[src/hw/rtl/bctm_pkg.sv]
// bctm_pkg: shared types and constants for the battery cell tap monitor.
// No dependencies.
package bctm_pkg;

    localparam int TAPS = 8;

    localparam logic [2:0] REG_SCALE   = 3'd0;
    localparam logic [2:0] REG_UNDER   = 3'd1;
    localparam logic [2:0] REG_OVER    = 3'd2;
    localparam logic [2:0] REG_GROUP_A = 3'd3;
    localparam logic [2:0] REG_GROUP_B = 3'd4;

    typedef enum logic [3:0] {
        ST_IDLE,
        ST_CLEAR,
        ST_WRITE,
        ST_SUM,
        ST_DIV,
        ST_MUL,
        ST_CELL,
        ST_STATS,
        ST_EMIT
    } state_t;

    // request from sequencer to the divider; dividend covers a 64-deep window sum << 8
    typedef struct packed {
        logic        start;
        logic [28:0] dividend;
        logic [6:0]  divisor;
    } div_req_t;

    typedef struct packed {
        logic        done;
        logic [28:0] quotient;
    } div_rsp_t;

endpackage

[src/hw/rtl/bctm_divider.sv]
// bctm_divider: restoring divider, one quotient bit per cycle.
// Depends on bctm_pkg.
module bctm_divider (
    input  logic                aclk,
    input  logic                aresetn,
    input  bctm_pkg::div_req_t  req,
    output bctm_pkg::div_rsp_t  rsp
);

    logic [28:0] quot_reg, quot_next;
    logic [6:0]  rem_reg, rem_next;
    logic [6:0]  dsr_reg, dsr_next;
    logic [4:0]  cnt_reg, cnt_next;
    logic        busy_reg, busy_next;
    logic        done_reg, done_next;
    logic [7:0]  trial;

    // load the operands on start, else shift one dividend bit into the remainder and try a subtract
    always_comb begin
        quot_next = quot_reg;
        rem_next  = rem_reg;
        dsr_next  = dsr_reg;
        cnt_next  = cnt_reg;
        busy_next = busy_reg;
        done_next = 1'b0;
        trial     = {rem_reg, quot_reg[28]};
        if (req.start) begin
            quot_next = req.dividend;
            rem_next  = '0;
            dsr_next  = req.divisor;
            cnt_next  = 5'd28;
            busy_next = 1'b1;
        end else if (busy_reg) begin
            if (trial >= {1'b0, dsr_reg}) begin
                rem_next  = 7'(trial - {1'b0, dsr_reg});
                quot_next = {quot_reg[27:0], 1'b1};
            end else begin
                rem_next  = trial[6:0];
                quot_next = {quot_reg[27:0], 1'b0};
            end
            cnt_next = cnt_reg - 5'd1;
            if (cnt_reg == 5'd0) begin
                busy_next = 1'b0;
                done_next = 1'b1;
            end
        end
    end

    always_ff @(posedge aclk) begin
        if (!aresetn) begin
            busy_reg <= 1'b0;
            done_reg <= 1'b0;
        end else begin
            busy_reg <= busy_next;
            done_reg <= done_next;
        end
        quot_reg <= quot_next;
        rem_reg  <= rem_next;
        dsr_reg  <= dsr_next;
        cnt_reg  <= cnt_next;
    end

    assign rsp.done     = done_reg;
    assign rsp.quotient = quot_reg;

endmodule

[src/hw/rtl/battery_cell_tap_monitor.sv]
// battery_cell_tap_monitor: top level, sequencer, window memory and config.
// Depends on bctm_pkg and bctm_divider.
//
//  channel | dir | beat contents
//  s_axis  | in  | tdata: tap_code_0..tap_code_7, 16 bits each
//  m_axis  | out | tdata: cell fields and scan statistics; tlast: last_cell
//  apb     | cfg | five registers at 4*i
//
// With every tap good a scan does per tap one write, count+1 sum reads (count
// being the filled window length), the divide, the multiply and saturate steps and
// the cell step; then the stats pass over the eight taps, eight result beats and a
// return to idle. A bad or offline tap goes from its write straight to its cell step.
// After reset the windows are cleared, one entry a cycle. A stalled m_axis holds the
// current result; no scan is accepted until all eight results are taken.
module battery_cell_tap_monitor #(
    parameter int WINDOW_DEPTH = 8
) (
    input  logic         aclk,
    input  logic         aresetn,
    input  logic         s_axis_tvalid,
    output logic         s_axis_tready,
    input  logic [127:0] s_axis_tdata,   // tap_code_0 .. tap_code_7, 16 bits each
    output logic         m_axis_tvalid,
    input  logic         m_axis_tready,
    // cell_index[2:0], cell_mv[19:3], cell_safe[20], total_mv[40:21],
    // min_cell_mv[57:41], max_cell_mv[74:58], avg_cell_mv[91:75],
    // cell_spread_mv[108:92], data_valid[109], zero fill
    output logic [111:0] m_axis_tdata,
    output logic         m_axis_tlast,   // last_cell
    input  logic         psel,
    input  logic         penable,
    input  logic         pwrite,
    input  logic [4:0]   paddr,
    input  logic [31:0]  pwdata,
    output logic [31:0]  prdata,
    output logic         pready
);

    localparam int AW = (WINDOW_DEPTH > 1) ? $clog2(WINDOW_DEPTH) : 1;
    localparam int CW = $clog2(WINDOW_DEPTH + 1);
    localparam int MEM_DEPTH = bctm_pkg::TAPS * (1 << AW);
    localparam int MAW = AW + 3;

    // configuration registers
    logic [23:0] scale_reg;
    logic [15:0] under_reg, over_reg;
    logic        grp_a_reg, grp_b_reg;
    logic        cfg_wr;
    logic [2:0]  cfg_idx;

    assign pready  = 1'b1;
    assign cfg_wr  = psel && penable && pwrite;
    assign cfg_idx = paddr[4:2];

    always_ff @(posedge aclk) begin
        if (!aresetn) begin
            scale_reg <= 24'd61440;
            under_reg <= 16'd2500;
            over_reg  <= 16'd3650;
            grp_a_reg <= 1'b1;
            grp_b_reg <= 1'b1;
        end else if (cfg_wr) begin
            case (cfg_idx)
                bctm_pkg::REG_SCALE:   scale_reg <= pwdata[23:0];
                bctm_pkg::REG_UNDER:   under_reg <= pwdata[15:0];
                bctm_pkg::REG_OVER:    over_reg  <= pwdata[15:0];
                bctm_pkg::REG_GROUP_A: grp_a_reg <= pwdata[0];
                bctm_pkg::REG_GROUP_B: grp_b_reg <= pwdata[0];
                default: ;
            endcase
        end
    end

    always_comb begin
        case (cfg_idx)
            bctm_pkg::REG_SCALE:   prdata = {8'd0, scale_reg};
            bctm_pkg::REG_UNDER:   prdata = {16'd0, under_reg};
            bctm_pkg::REG_OVER:    prdata = {16'd0, over_reg};
            bctm_pkg::REG_GROUP_A: prdata = {31'd0, grp_a_reg};
            bctm_pkg::REG_GROUP_B: prdata = {31'd0, grp_b_reg};
            default:               prdata = '0;
        endcase
    end

    // window memory
    logic [14:0]    win_mem [MEM_DEPTH];
    logic           mem_we;
    logic [MAW-1:0] mem_waddr, mem_raddr;
    logic [14:0]    mem_wdata, mem_rdata;

    always_ff @(posedge aclk) begin
        if (mem_we) win_mem[mem_waddr] <= mem_wdata;
        mem_rdata <= win_mem[mem_raddr];
    end

    // sequencer state
    bctm_pkg::state_t state_reg, state_next;
    logic [127:0]    codes_reg;
    logic [2:0]      tap_reg;
    logic [CW-1:0]   idx_reg;          // window walk, one extra for read latency
    logic [AW-1:0]   slot_reg;
    logic            full_reg;
    logic [MAW-1:0]  clr_reg;
    logic [28:0]     sum_reg;          // sum << 8 sits in the divider input
    logic [16:0]     stack_reg [bctm_pkg::TAPS];
    logic [16:0]     cell_reg  [bctm_pkg::TAPS];
    logic            valid_reg;
    logic [19:0]     total_reg;
    logic [16:0]     lo_reg, hi_reg;
    logic [46:0]     prod_reg;
    logic            mul_ph_reg;

    logic [15:0]     code_cur;
    logic            online_cur, good_cur;
    logic [CW-1:0]   count;
    logic [28:0]     sum_add;
    bctm_pkg::div_req_t dreq;
    bctm_pkg::div_rsp_t drsp;

    assign code_cur   = codes_reg[16*tap_reg +: 16];
    assign online_cur = tap_reg[2] ? grp_b_reg : grp_a_reg;
    assign good_cur   = online_cur && !code_cur[15];
    assign count      = full_reg ? CW'(WINDOW_DEPTH) : CW'({1'b0, slot_reg} + 1);
    assign sum_add    = sum_reg + {6'd0, mem_rdata, 8'd0};

    bctm_divider u_div (
        .aclk    (aclk),
        .aresetn (aresetn),
        .req     (dreq),
        .rsp     (drsp)
    );

    // next state
    always_comb begin
        state_next = state_reg;
        case (state_reg)
            bctm_pkg::ST_CLEAR:
                if (clr_reg == MAW'(MEM_DEPTH - 1)) state_next = bctm_pkg::ST_IDLE;
            bctm_pkg::ST_IDLE:
                if (s_axis_tvalid) state_next = bctm_pkg::ST_WRITE;
            bctm_pkg::ST_WRITE:
                state_next = good_cur ? bctm_pkg::ST_SUM : bctm_pkg::ST_CELL;
            bctm_pkg::ST_SUM:
                if (idx_reg == count) state_next = bctm_pkg::ST_DIV;
            bctm_pkg::ST_DIV:
                if (drsp.done) state_next = bctm_pkg::ST_MUL;
            bctm_pkg::ST_MUL:
                if (mul_ph_reg) state_next = bctm_pkg::ST_CELL;
            bctm_pkg::ST_CELL:
                state_next = (tap_reg == 3'd7) ? bctm_pkg::ST_STATS
                                               : bctm_pkg::ST_WRITE;
            bctm_pkg::ST_STATS:
                if (tap_reg == 3'd7) state_next = bctm_pkg::ST_EMIT;
            bctm_pkg::ST_EMIT:
                if (m_axis_tready && tap_reg == 3'd7) state_next = bctm_pkg::ST_IDLE;
            default: state_next = bctm_pkg::ST_IDLE;
        endcase
    end

    // memory and divider controls; the last window entry joins the sum on the way in
    always_comb begin
        mem_we    = 1'b0;
        mem_waddr = {tap_reg, slot_reg};
        mem_wdata = code_cur[14:0];
        mem_raddr = {tap_reg, AW'(idx_reg)};
        dreq.start    = 1'b0;
        dreq.dividend = sum_add;
        dreq.divisor  = 7'(count);
        case (state_reg)
            bctm_pkg::ST_CLEAR: begin
                mem_we    = 1'b1;
                mem_waddr = clr_reg;
                mem_wdata = '0;
            end
            bctm_pkg::ST_WRITE: mem_we = good_cur;
            bctm_pkg::ST_SUM:   dreq.start = (idx_reg == count);
            default: ;
        endcase
    end

    assign s_axis_tready = (state_reg == bctm_pkg::ST_IDLE);
    assign m_axis_tvalid = (state_reg == bctm_pkg::ST_EMIT);
    assign m_axis_tlast  = (tap_reg == 3'd7);

    // scaled product, saturated to 16 bits
    logic [46:0] prod_sh;
    logic [16:0] mv_sat;
    assign prod_sh = prod_reg >> 24;
    assign mv_sat  = (prod_sh > 47'd65535) ? 17'd65535 : 17'(prod_sh);

    logic [16:0] cell_now;
    logic [16:0] stack_lo;
    assign stack_lo = (tap_reg == 3'd0) ? 17'd0 : stack_reg[tap_reg - 3'd1];
    assign cell_now = 17'(stack_reg[tap_reg] - stack_lo);

    // datapath registers
    always_ff @(posedge aclk) begin
        if (!aresetn) begin
            state_reg <= bctm_pkg::ST_CLEAR;
            clr_reg   <= '0;
            slot_reg  <= '0;
            full_reg  <= 1'b0;
            tap_reg   <= '0;
        end else begin
            state_reg <= state_next;
            case (state_reg)
                bctm_pkg::ST_CLEAR: clr_reg <= MAW'(clr_reg + 1'b1);
                bctm_pkg::ST_IDLE: begin
                    codes_reg <= s_axis_tdata;
                    tap_reg   <= '0;
                    valid_reg <= 1'b1;
                end
                bctm_pkg::ST_WRITE: begin
                    idx_reg <= '0;
                    sum_reg <= '0;
                    if (!good_cur) begin
                        valid_reg          <= 1'b0;
                        stack_reg[tap_reg] <= '0;
                    end
                end
                bctm_pkg::ST_SUM: begin
                    idx_reg <= CW'(idx_reg + 1'b1);
                    if (idx_reg != '0)
                        sum_reg <= sum_add;
                end
                bctm_pkg::ST_DIV: mul_ph_reg <= 1'b0;
                bctm_pkg::ST_MUL: begin
                    if (!mul_ph_reg)
                        prod_reg <= 47'(drsp.quotient[22:0] * scale_reg);
                    else
                        stack_reg[tap_reg] <= mv_sat;
                    mul_ph_reg <= 1'b1;
                end
                bctm_pkg::ST_CELL: begin
                    tap_reg <= tap_reg + 3'd1;
                    if (tap_reg == 3'd7) begin
                        slot_reg <= (slot_reg == AW'(WINDOW_DEPTH - 1)) ? '0
                                                                         : AW'(slot_reg + 1'b1);
                        if (slot_reg == AW'(WINDOW_DEPTH - 1)) full_reg <= 1'b1;
                    end
                end
                bctm_pkg::ST_STATS: begin
                    cell_reg[tap_reg] <= cell_now;
                    if (tap_reg == 3'd0) begin
                        total_reg <= 20'(signed'(cell_now));
                        lo_reg    <= cell_now;
                        hi_reg    <= cell_now;
                    end else begin
                        total_reg <= total_reg + 20'(signed'(cell_now));
                        if (signed'(cell_now) < signed'(lo_reg)) lo_reg <= cell_now;
                        if (signed'(cell_now) > signed'(hi_reg)) hi_reg <= cell_now;
                    end
                    tap_reg <= tap_reg + 3'd1;
                end
                bctm_pkg::ST_EMIT:
                    if (m_axis_tready) tap_reg <= tap_reg + 3'd1;
                default: ;
            endcase
        end
    end

    // result beat
    logic [16:0] cur_cell;
    logic        cur_safe;
    logic [19:0] avg_full;
    assign cur_cell = cell_reg[tap_reg];
    assign cur_safe = !cur_cell[16] && (cur_cell[15:0] >= under_reg)
                      && (cur_cell[15:0] <= over_reg);
    assign avg_full = 20'(signed'(total_reg + (total_reg[19] ? 20'd7 : 20'd0)) >>> 3);

    assign m_axis_tdata = {2'b00, valid_reg, 17'(hi_reg - lo_reg), avg_full[16:0],
                           hi_reg, lo_reg, total_reg, cur_safe, cur_cell, tap_reg};

endmodule

[config.mk]
export PLATFORM = sky130hd
export DESIGN_NAME = battery_cell_tap_monitor
export DESIGN_NICKNAME = d
export VERILOG_FILES = /design/src/hw/rtl/bctm_pkg.sv /design/src/hw/rtl/bctm_divider.sv /design/src/hw/rtl/battery_cell_tap_monitor.sv
export SDC_FILE = /design/constraint.sdc
export NUM_CORES = 2
export LEC_CHECK = 0
export BUFFER_PORTS_ARGS = -buffer_cell sky130_fd_sc_hd__buf_2
export CAP_MARGIN = 20
export CORE_AREA = 2 2 371 373
export DETAILED_ROUTE_END_ITERATION = 10
export DIE_AREA = 0 0 373 375
export GPL_TIMING_DRIVEN = 0
export PLACE_DENSITY = 0.81
export SLEW_MARGIN = 10
export SYNTH_ARGS = -nofsm -noshare
export SYNTH_HDL_FRONTEND = slang
export SYNTH_SLANG_ARGS = --single-unit
[constraint.sdc]
create_clock -name aclk -period 9.1 [get_ports aclk]
set_input_delay 1.365 -clock aclk [delete_from_list [all_inputs] [get_ports aclk]]
set_output_delay 1.365 -clock aclk [all_outputs]
set_load 0.01 [all_outputs]
After elaboration in Yosys (flattened, before gate mapping). Memory sizes are Yosys's and may differ from the RTL's. A register that Yosys moved wholly into a read port is not among the register bits. Index checks and enable logic that the tools add are counted.

Bits in registers: 386. Latch bits: 0. Bits in writable memories: 1232. Memory bits (read-only): 0. Input port bits: 172. Output and inout bits: 148. Word-level logic and storage cells: 179. Memories: 3.

Add/subtract/negate cells: 13. Multipliers: 1. Div/mod/pow operators: 0. Order comparisons: 6. Equality and inequality tests: 26. Shift operators: 1. Muxes and demuxes: 60. Bitwise gates (word level): 4. Reductions and logical operators: 40.

Memories: win_mem (depth 64, width 15, rd ports 1, clocked after Yosys merged registers in 1, write ports 1, RTL line battery_cell_tap_monitor.sv:86) `logic [14:0] win_mem [MEM_DEPTH];`; cell_reg (depth 8, width 17, rd ports 1, clocked after Yosys merged registers in 1, write ports 1, RTL line battery_cell_tap_monitor.sv:106) `logic [16:0] cell_reg [bctm_pkg::TAPS];`; stack_reg (depth 8, width 17, rd ports 2, clocked after Yosys merged registers in 1, write ports 1, RTL line battery_cell_tap_monitor.sv:105) `logic [16:0] stack_reg [bctm_pkg::TAPS];`.

Operator list (number): indexed part select 128 x 8 -> 16 bit (1); one-hot mux 24 bit (5 select lines) (1); two-way mux 17 bit (7); two-way mux 29 bit (3); one-hot mux 29 bit (2 select lines) (1); multiplier 23 x 24 -> 47 bit (1); one-hot mux 4 bit (9 select lines) (1); subtractor 17 bit (2); two-way mux 4 bit (8); adder 29 x 23 -> 29 bit (1); two-way mux 3 bit (9); greater-than comparator 23 x 16 -> 1 bit (second input constant) (1); AND reduction 2 bit (11); two-way mux 1 bit (21); adder 20 bit (1); adder 20 x 3 -> 20 bit (1); two-way mux 20 bit (1); AND reduction 3 bit (6); greater-than comparator 17 bit (1); less-than comparator 17 bit (1); equality test 4 x 3 -> 1 bit (second input constant) (4); >= comparator 16 bit (1); <= comparator 16 bit (1); two-way mux 15 bit (1); other kinds (36) (65).

Depth between registers and ports, before layout.
Depth after elaboration: 8. Depth in mapped cells: 28. Gate-level depth less buffers: 25.

Cells and area by module. Synthesis repeated with hierarchy kept, for this count alone.

Cells, all modules: 5832. Area, all modules: 85452.0 sq um.

By module, submodules not included: battery_cell_tap_monitor (instances 1, cells each 5626, area each 82892.0 sq um, seq. area each 45823.9 sq um); bctm_divider (instances 1, cells each 206, area each 2560.0 sq um, seq. area each 1361.3 sq um).

Worst setup path after synthesis. No wires, ideal clock.

Path type: register to register. Start point: register tap_reg[1]. End point: register hi_reg[0], enable pin. Library setup time: 0.397 ns. Data arrival time: 6.093 ns. Required time: 8.703 ns. Path slack: 2.611 ns. Stages on the path, launching flop included: 26. Path buffers: 3. Period minus slack after synthesis: 6.489 ns. Cell sequence: dfxtp_1 inv_1 clkbuf_1 clkbuf_1 ha_1 xor2_1 clkbuf_1 mux2i_1 nor2_1 ha_1 inv_1 fa_1 a21o_1 a21oi_1 nand2b_1 a211o_1 a31oi_1 o21ai_1 nor2b_1 xnor2_1 ha_1 nand3_1 nor4_1 a21oi_1 a31oi_1 a21oi_1.

Longest elaborated chain between the ends: 7. Elaborated cells between the ends (all ways): 8. Those cells by class: 2 x add/sub; 1 x order compare; 1 x mux; 3 x reduce/logical; 1 x memory.

Ends and longest elaborated chain: start, declared (RTL line battery_cell_tap_monitor.sv:99) `logic [2:0] tap_reg;`; start signal, assigned (RTL line battery_cell_tap_monitor.sv:235) `tap_reg <= tap_reg + 3'd1;`; start signal, assigned (RTL line battery_cell_tap_monitor.sv:253) `tap_reg <= tap_reg + 3'd1;`; start signal, assigned (RTL line battery_cell_tap_monitor.sv:256) `if (m_axis_tready) tap_reg <= tap_reg + 3'd1;`; subtractor 3 x 1 -> 3 bit (RTL line battery_cell_tap_monitor.sv:193) `assign stack_lo = (tap_reg == 3'd0) ? 17'd0 : stack_reg[tap_reg - 3'd1];`; memory read (8 x 17 bit); two-way mux 17 bit * (RTL line battery_cell_tap_monitor.sv:193); subtractor 17 bit * (RTL line battery_cell_tap_monitor.sv:194) `assign cell_now = 17'(stack_reg[tap_reg] - stack_lo);`; named net cell_now[14] (RTL line battery_cell_tap_monitor.sv:191) `logic [16:0] cell_now;`; greater-than comparator 17 bit * (RTL line battery_cell_tap_monitor.sv:251) `if (signed'(cell_now) > signed'(hi_reg)) hi_reg <= cell_now;`; nonzero test 2 bit (no line) *; AND reduction 3 bit (no line) *; end signal, assigned (RTL line battery_cell_tap_monitor.sv:247) `hi_reg <= cell_now;`; end signal, assigned (RTL line battery_cell_tap_monitor.sv:251); end, declared (RTL line battery_cell_tap_monitor.sv:109) `logic [16:0] lo_reg, hi_reg;`.

Mark *: on every way through the listed nets, which the timed path passes. The rest lies on a longest branch. A chain may end at the register's enable or synchronous reset.

Final worst setup path.
Start point: register tap_reg[1]. End point: register total_reg[18], data pin.

Longest elaborated chain between the ends: 6. Elaborated cells between the ends (all ways): 7. Those cells by class: 3 x add/sub; 2 x mux; 1 x reduce/logical; 1 x memory.

Ends and longest elaborated chain: subtractor 3 x 1 -> 3 bit (RTL line battery_cell_tap_monitor.sv:193); memory read (8 x 17 bit); two-way mux 17 bit * (RTL line battery_cell_tap_monitor.sv:193); subtractor 17 bit * (RTL line battery_cell_tap_monitor.sv:194); named net cell_now[11] (RTL line battery_cell_tap_monitor.sv:191); adder 20 bit * (RTL line battery_cell_tap_monitor.sv:249) `total_reg <= total_reg + 20'(signed'(cell_now));`; two-way mux 20 bit * (RTL line battery_cell_tap_monitor.sv:244) `if (tap_reg == 3'd0) begin`; end signal, assigned (RTL line battery_cell_tap_monitor.sv:245) `total_reg <= 20'(signed'(cell_now));`; end signal, assigned (RTL line battery_cell_tap_monitor.sv:249); end, declared (RTL line battery_cell_tap_monitor.sv:108) `logic [19:0] total_reg;`.

Marked as above.

==> flow_metrics.env <==
export IMPL_outcome="finished, final reports clean"
export IMPL_final_area_mm2=0.09684
export IMPL_rsz0062_at_grt="no"
export IMPL_fin_setup_tns_ns=0
export IMPL_die_x_um=373
export IMPL_crit_buf_inv=5
export IMPL_maxCapViolations=0
export IMPL_worstPathArrival_ns=9.39
export IMPL_worst_slew_pin_slew_ns=1.347
export IMPL_via_count=56060
export IMPL_swShare_pct=21.75
export IMPL_clock_latency_ns=0.84
export IMPL_synthMuxAreaShare_pct=11.92
export IMPL_slew_headroom_pct=10.19
export IMPL_end_kind="register"
export IMPL_syn_area_mm2=0.08530
export IMPL_drcViolationCount=0
export IMPL_pwr_share_comb_pct=4.1
export IMPL_p_per_area_mw_per_mm2=159.1
export IMPL_yosysUniqueCellTypes=88
export IMPL_n_fill_cell=8378
export IMPL_dpl_cell_area_mm2=0.09145
export IMPL_gp_congestion=1.013
export IMPL_fmax_mhz=112.9
export IMPL_grt_pass1_wl_um=381000
export IMPL_final_hold_viol_count=0
export IMPL_firstDrtPassIters=9
export IMPL_final_nets=7458
export IMPL_synthSimpleGateAreaFrac_pct=7.567
export IMPL_core_mm2=0.1363
export IMPL_detailedPlacementHpwl_um=179400
export IMPL_critPathMostFrequentCell="ha_1"
export IMPL_die_h_um=375
export IMPL_cts_made_buffers=156
export IMPL_ys_ff_latch=1604
export IMPL_period_needed_ns=8.861
export IMPL_syn_avg_cell_area_um2=14.45
export IMPL_grt_max_degree=65
export IMPL_cp_required_ns=9.63
export IMPL_multi_input_comb_area_mm2=0.03517
export IMPL_drive_above_1_share_pct=19.34
export IMPL_drv_slew=0
export IMPL_worstPathMaxFanout=11
export IMPL_grt_antenna_before_repair=29
export IMPL_grt_total_usage_pct=37.85
export IMPL_cts_max_path_buffers=3
export IMPL_cts_sinks=1604
export IMPL_area_growth_pct=13.53
export IMPL_yosysMostFrequentCell="edfxtp_1"
export IMPL_path_delay_family="buffers and inverters"
export IMPL_ant_nets=0
export IMPL_synth_top_cells_by_area="edfxtp_1 (53%), fa_1 (11%), mux4_2 (9.7%), ha_1 (4.6%), inv_1 (2.7%)"
export IMPL_seqPwrFrac_pct=52.1
export IMPL_synthCells=5904
export IMPL_start_kind="register"
export IMPL_synth_top_family_by_area="adder cells"
export IMPL_yosys_area_top_type="edfxtp_1"
export IMPL_register_area_mm2=0.04710
export IMPL_timing_hold_ws_ns=0.4869
export IMPL_cts_tree="built"
export IMPL_total_power_uw=15410
export IMPL_setup_violations_final=0
export IMPL_fin_skew_ns=0.07219
export IMPL_synth_compound_area_share_pct=4.437
export IMPL_largest_reg_flops=960
export IMPL_grt_pass1_vias=57020
export IMPL_synth_flop_cell="edfxtp_1"
export IMPL_wl_um=261500
export IMPL_synth_warnings=0
export IMPL_root_buffer="clkbuf_16"
export IMPL_post_drt_via_cell_ratio=6.640
export IMPL_num_rows=136
export IMPL_synth_xor_area_share_pct=1.150
export IMPL_p_int_uw=12060
export IMPL_post_drt_wl_per_cell_um=30.97
export IMPL_cpPeakStageDelay_ns=0.79
export IMPL_synthAdderAreaFrac_pct=15.52
export IMPL_path_clk_slew_ns=0.06
export IMPL_h_tree_depth=4
export IMPL_switchingPower_uw=3352
export IMPL_finalCritPeriodShare_pct=97.38
export IMPL_io_pins=320
export IMPL_hold_class="register to register"
export IMPL_p_clk_share_pct=43.8
export IMPL_power_leakage_uw=0.03589
export IMPL_synthArstFlopShare_pct=0
export IMPL_initial_core_util_pct=62.58
export IMPL_yosysTopAreaCellShare_pct=52.70
export IMPL_critPathKind="register to register"
export IMPL_synth_edf_count=1497
export IMPL_synth_common_cells="edfxtp_1 (1497), inv_1 (624), nand2_1 (580), fa_1 (463), mux4_2 (369)"
export IMPL_drt_iter0_markers=7673
export IMPL_dieArea_mm2=0.1399
export IMPL_grt_ovfl_total=0
export IMPL_io_buffers=298
export IMPL_cp_slowest_cell="dfxtp_1"
export IMPL_ys_seq_area_share_pct=55.21
export IMPL_ir_drop_v=0.0002333
-- path summary, 6_finish.rpt --
path / from / endpoint / slack (ns) / depth (start not counted)
setup / recovery: tap_reg[1] / total_reg[18] / 0.24 / 27
hold / removal: over_reg[12] / over_reg[12] / 0.49 / 2
setup reg to reg: tap_reg[1] / total_reg[18] / 0.24 / 27
hold reg to reg: over_reg[12] / over_reg[12] / 0.49 / 2
-- cell usage in the layout, fill, tap and decap left out, types with 122 or more instances in the layout --
| cell | count |
|---|---|
| a21oi_1 | 122 |
| inv_1 | 624 |
| edfxtp_1 | 1497 |
| mux4_2 | 369 |
| buf_2 | 341 |
| ha_1 | 317 |
| nor2_1 | 164 |
| and2_1 | 270 |
| fa_1 | 463 |
| clkbuf_16 | 161 |
| nand2_1 | 580 |
| clkbuf_1 | 239 |
-- metal layers --
metal,track usage [%],wire (um)
met1,45.76,85410
met2,59.79,122000
met3,11.61,33710
met4,23.87,20180
met5,0,190
-- cell families after synthesis --
logic type	after synthesis
simple gates	1373
mux	547
fa+ha+maj	780
buf+inv	918
xor+xnor	112
compound gates	568
flops	1604
other cells	2
-- per-stage QoR --
stage / utilization (%) / std cells / worst slack (ns)
after floorplan: - / 5921 / 2.611
after global placement: 65.37 / 8013 / -0.5596
after detailed placement: 67.09 / 8135 / 0.04034
after CTS: 70.95 / 8416 / 0.3692
after global routing: 71.03 / 8431 / 0.02615
final: 71.05 / 8443 / 0.2388
-- power by group through the flow --
stage / combinational [uW] / sequential (uW) / clock (uW)
after detailed placement: 615 / 8180 / 0
after global routing: 691 / 8030 / 6980
after global placement: 586 / 8180 / 0
after CTS: 623 / 8030 / 6730
final: 635 / 8030 / 6750
after floorplan: 383 / 8170 / 0
-- what timing repair did --
item	CTS	global route
endpoints found under the hold margin	0	0
hold buffers	0	0
endpoints found under the setup margin	1	14
resized for setup	1	4
pin swaps	0	0
buffers inserted	0	0
-- worst min-delay path, cell delays in order (launching register included) --
cell	delay (ns)
dfxtp_1	0.32
nand2_1	0.05
a21boi_0	0.06
-- cell type report --
class / count / share of cell area [%]
clock inverters: 83 / 1.079
well taps: 1794 / 2.318
multi-input cells: 3399 / 36.31
clock buffers: 198 / 4.345
flip-flops and latches: 1604 / 48.63
plain buffers: 293 / 1.271
diodes: 20 / 0.05168
repair buffers: 427 / 3.568
inverters: 625 / 2.422
(Power assumes the default switching activity.)
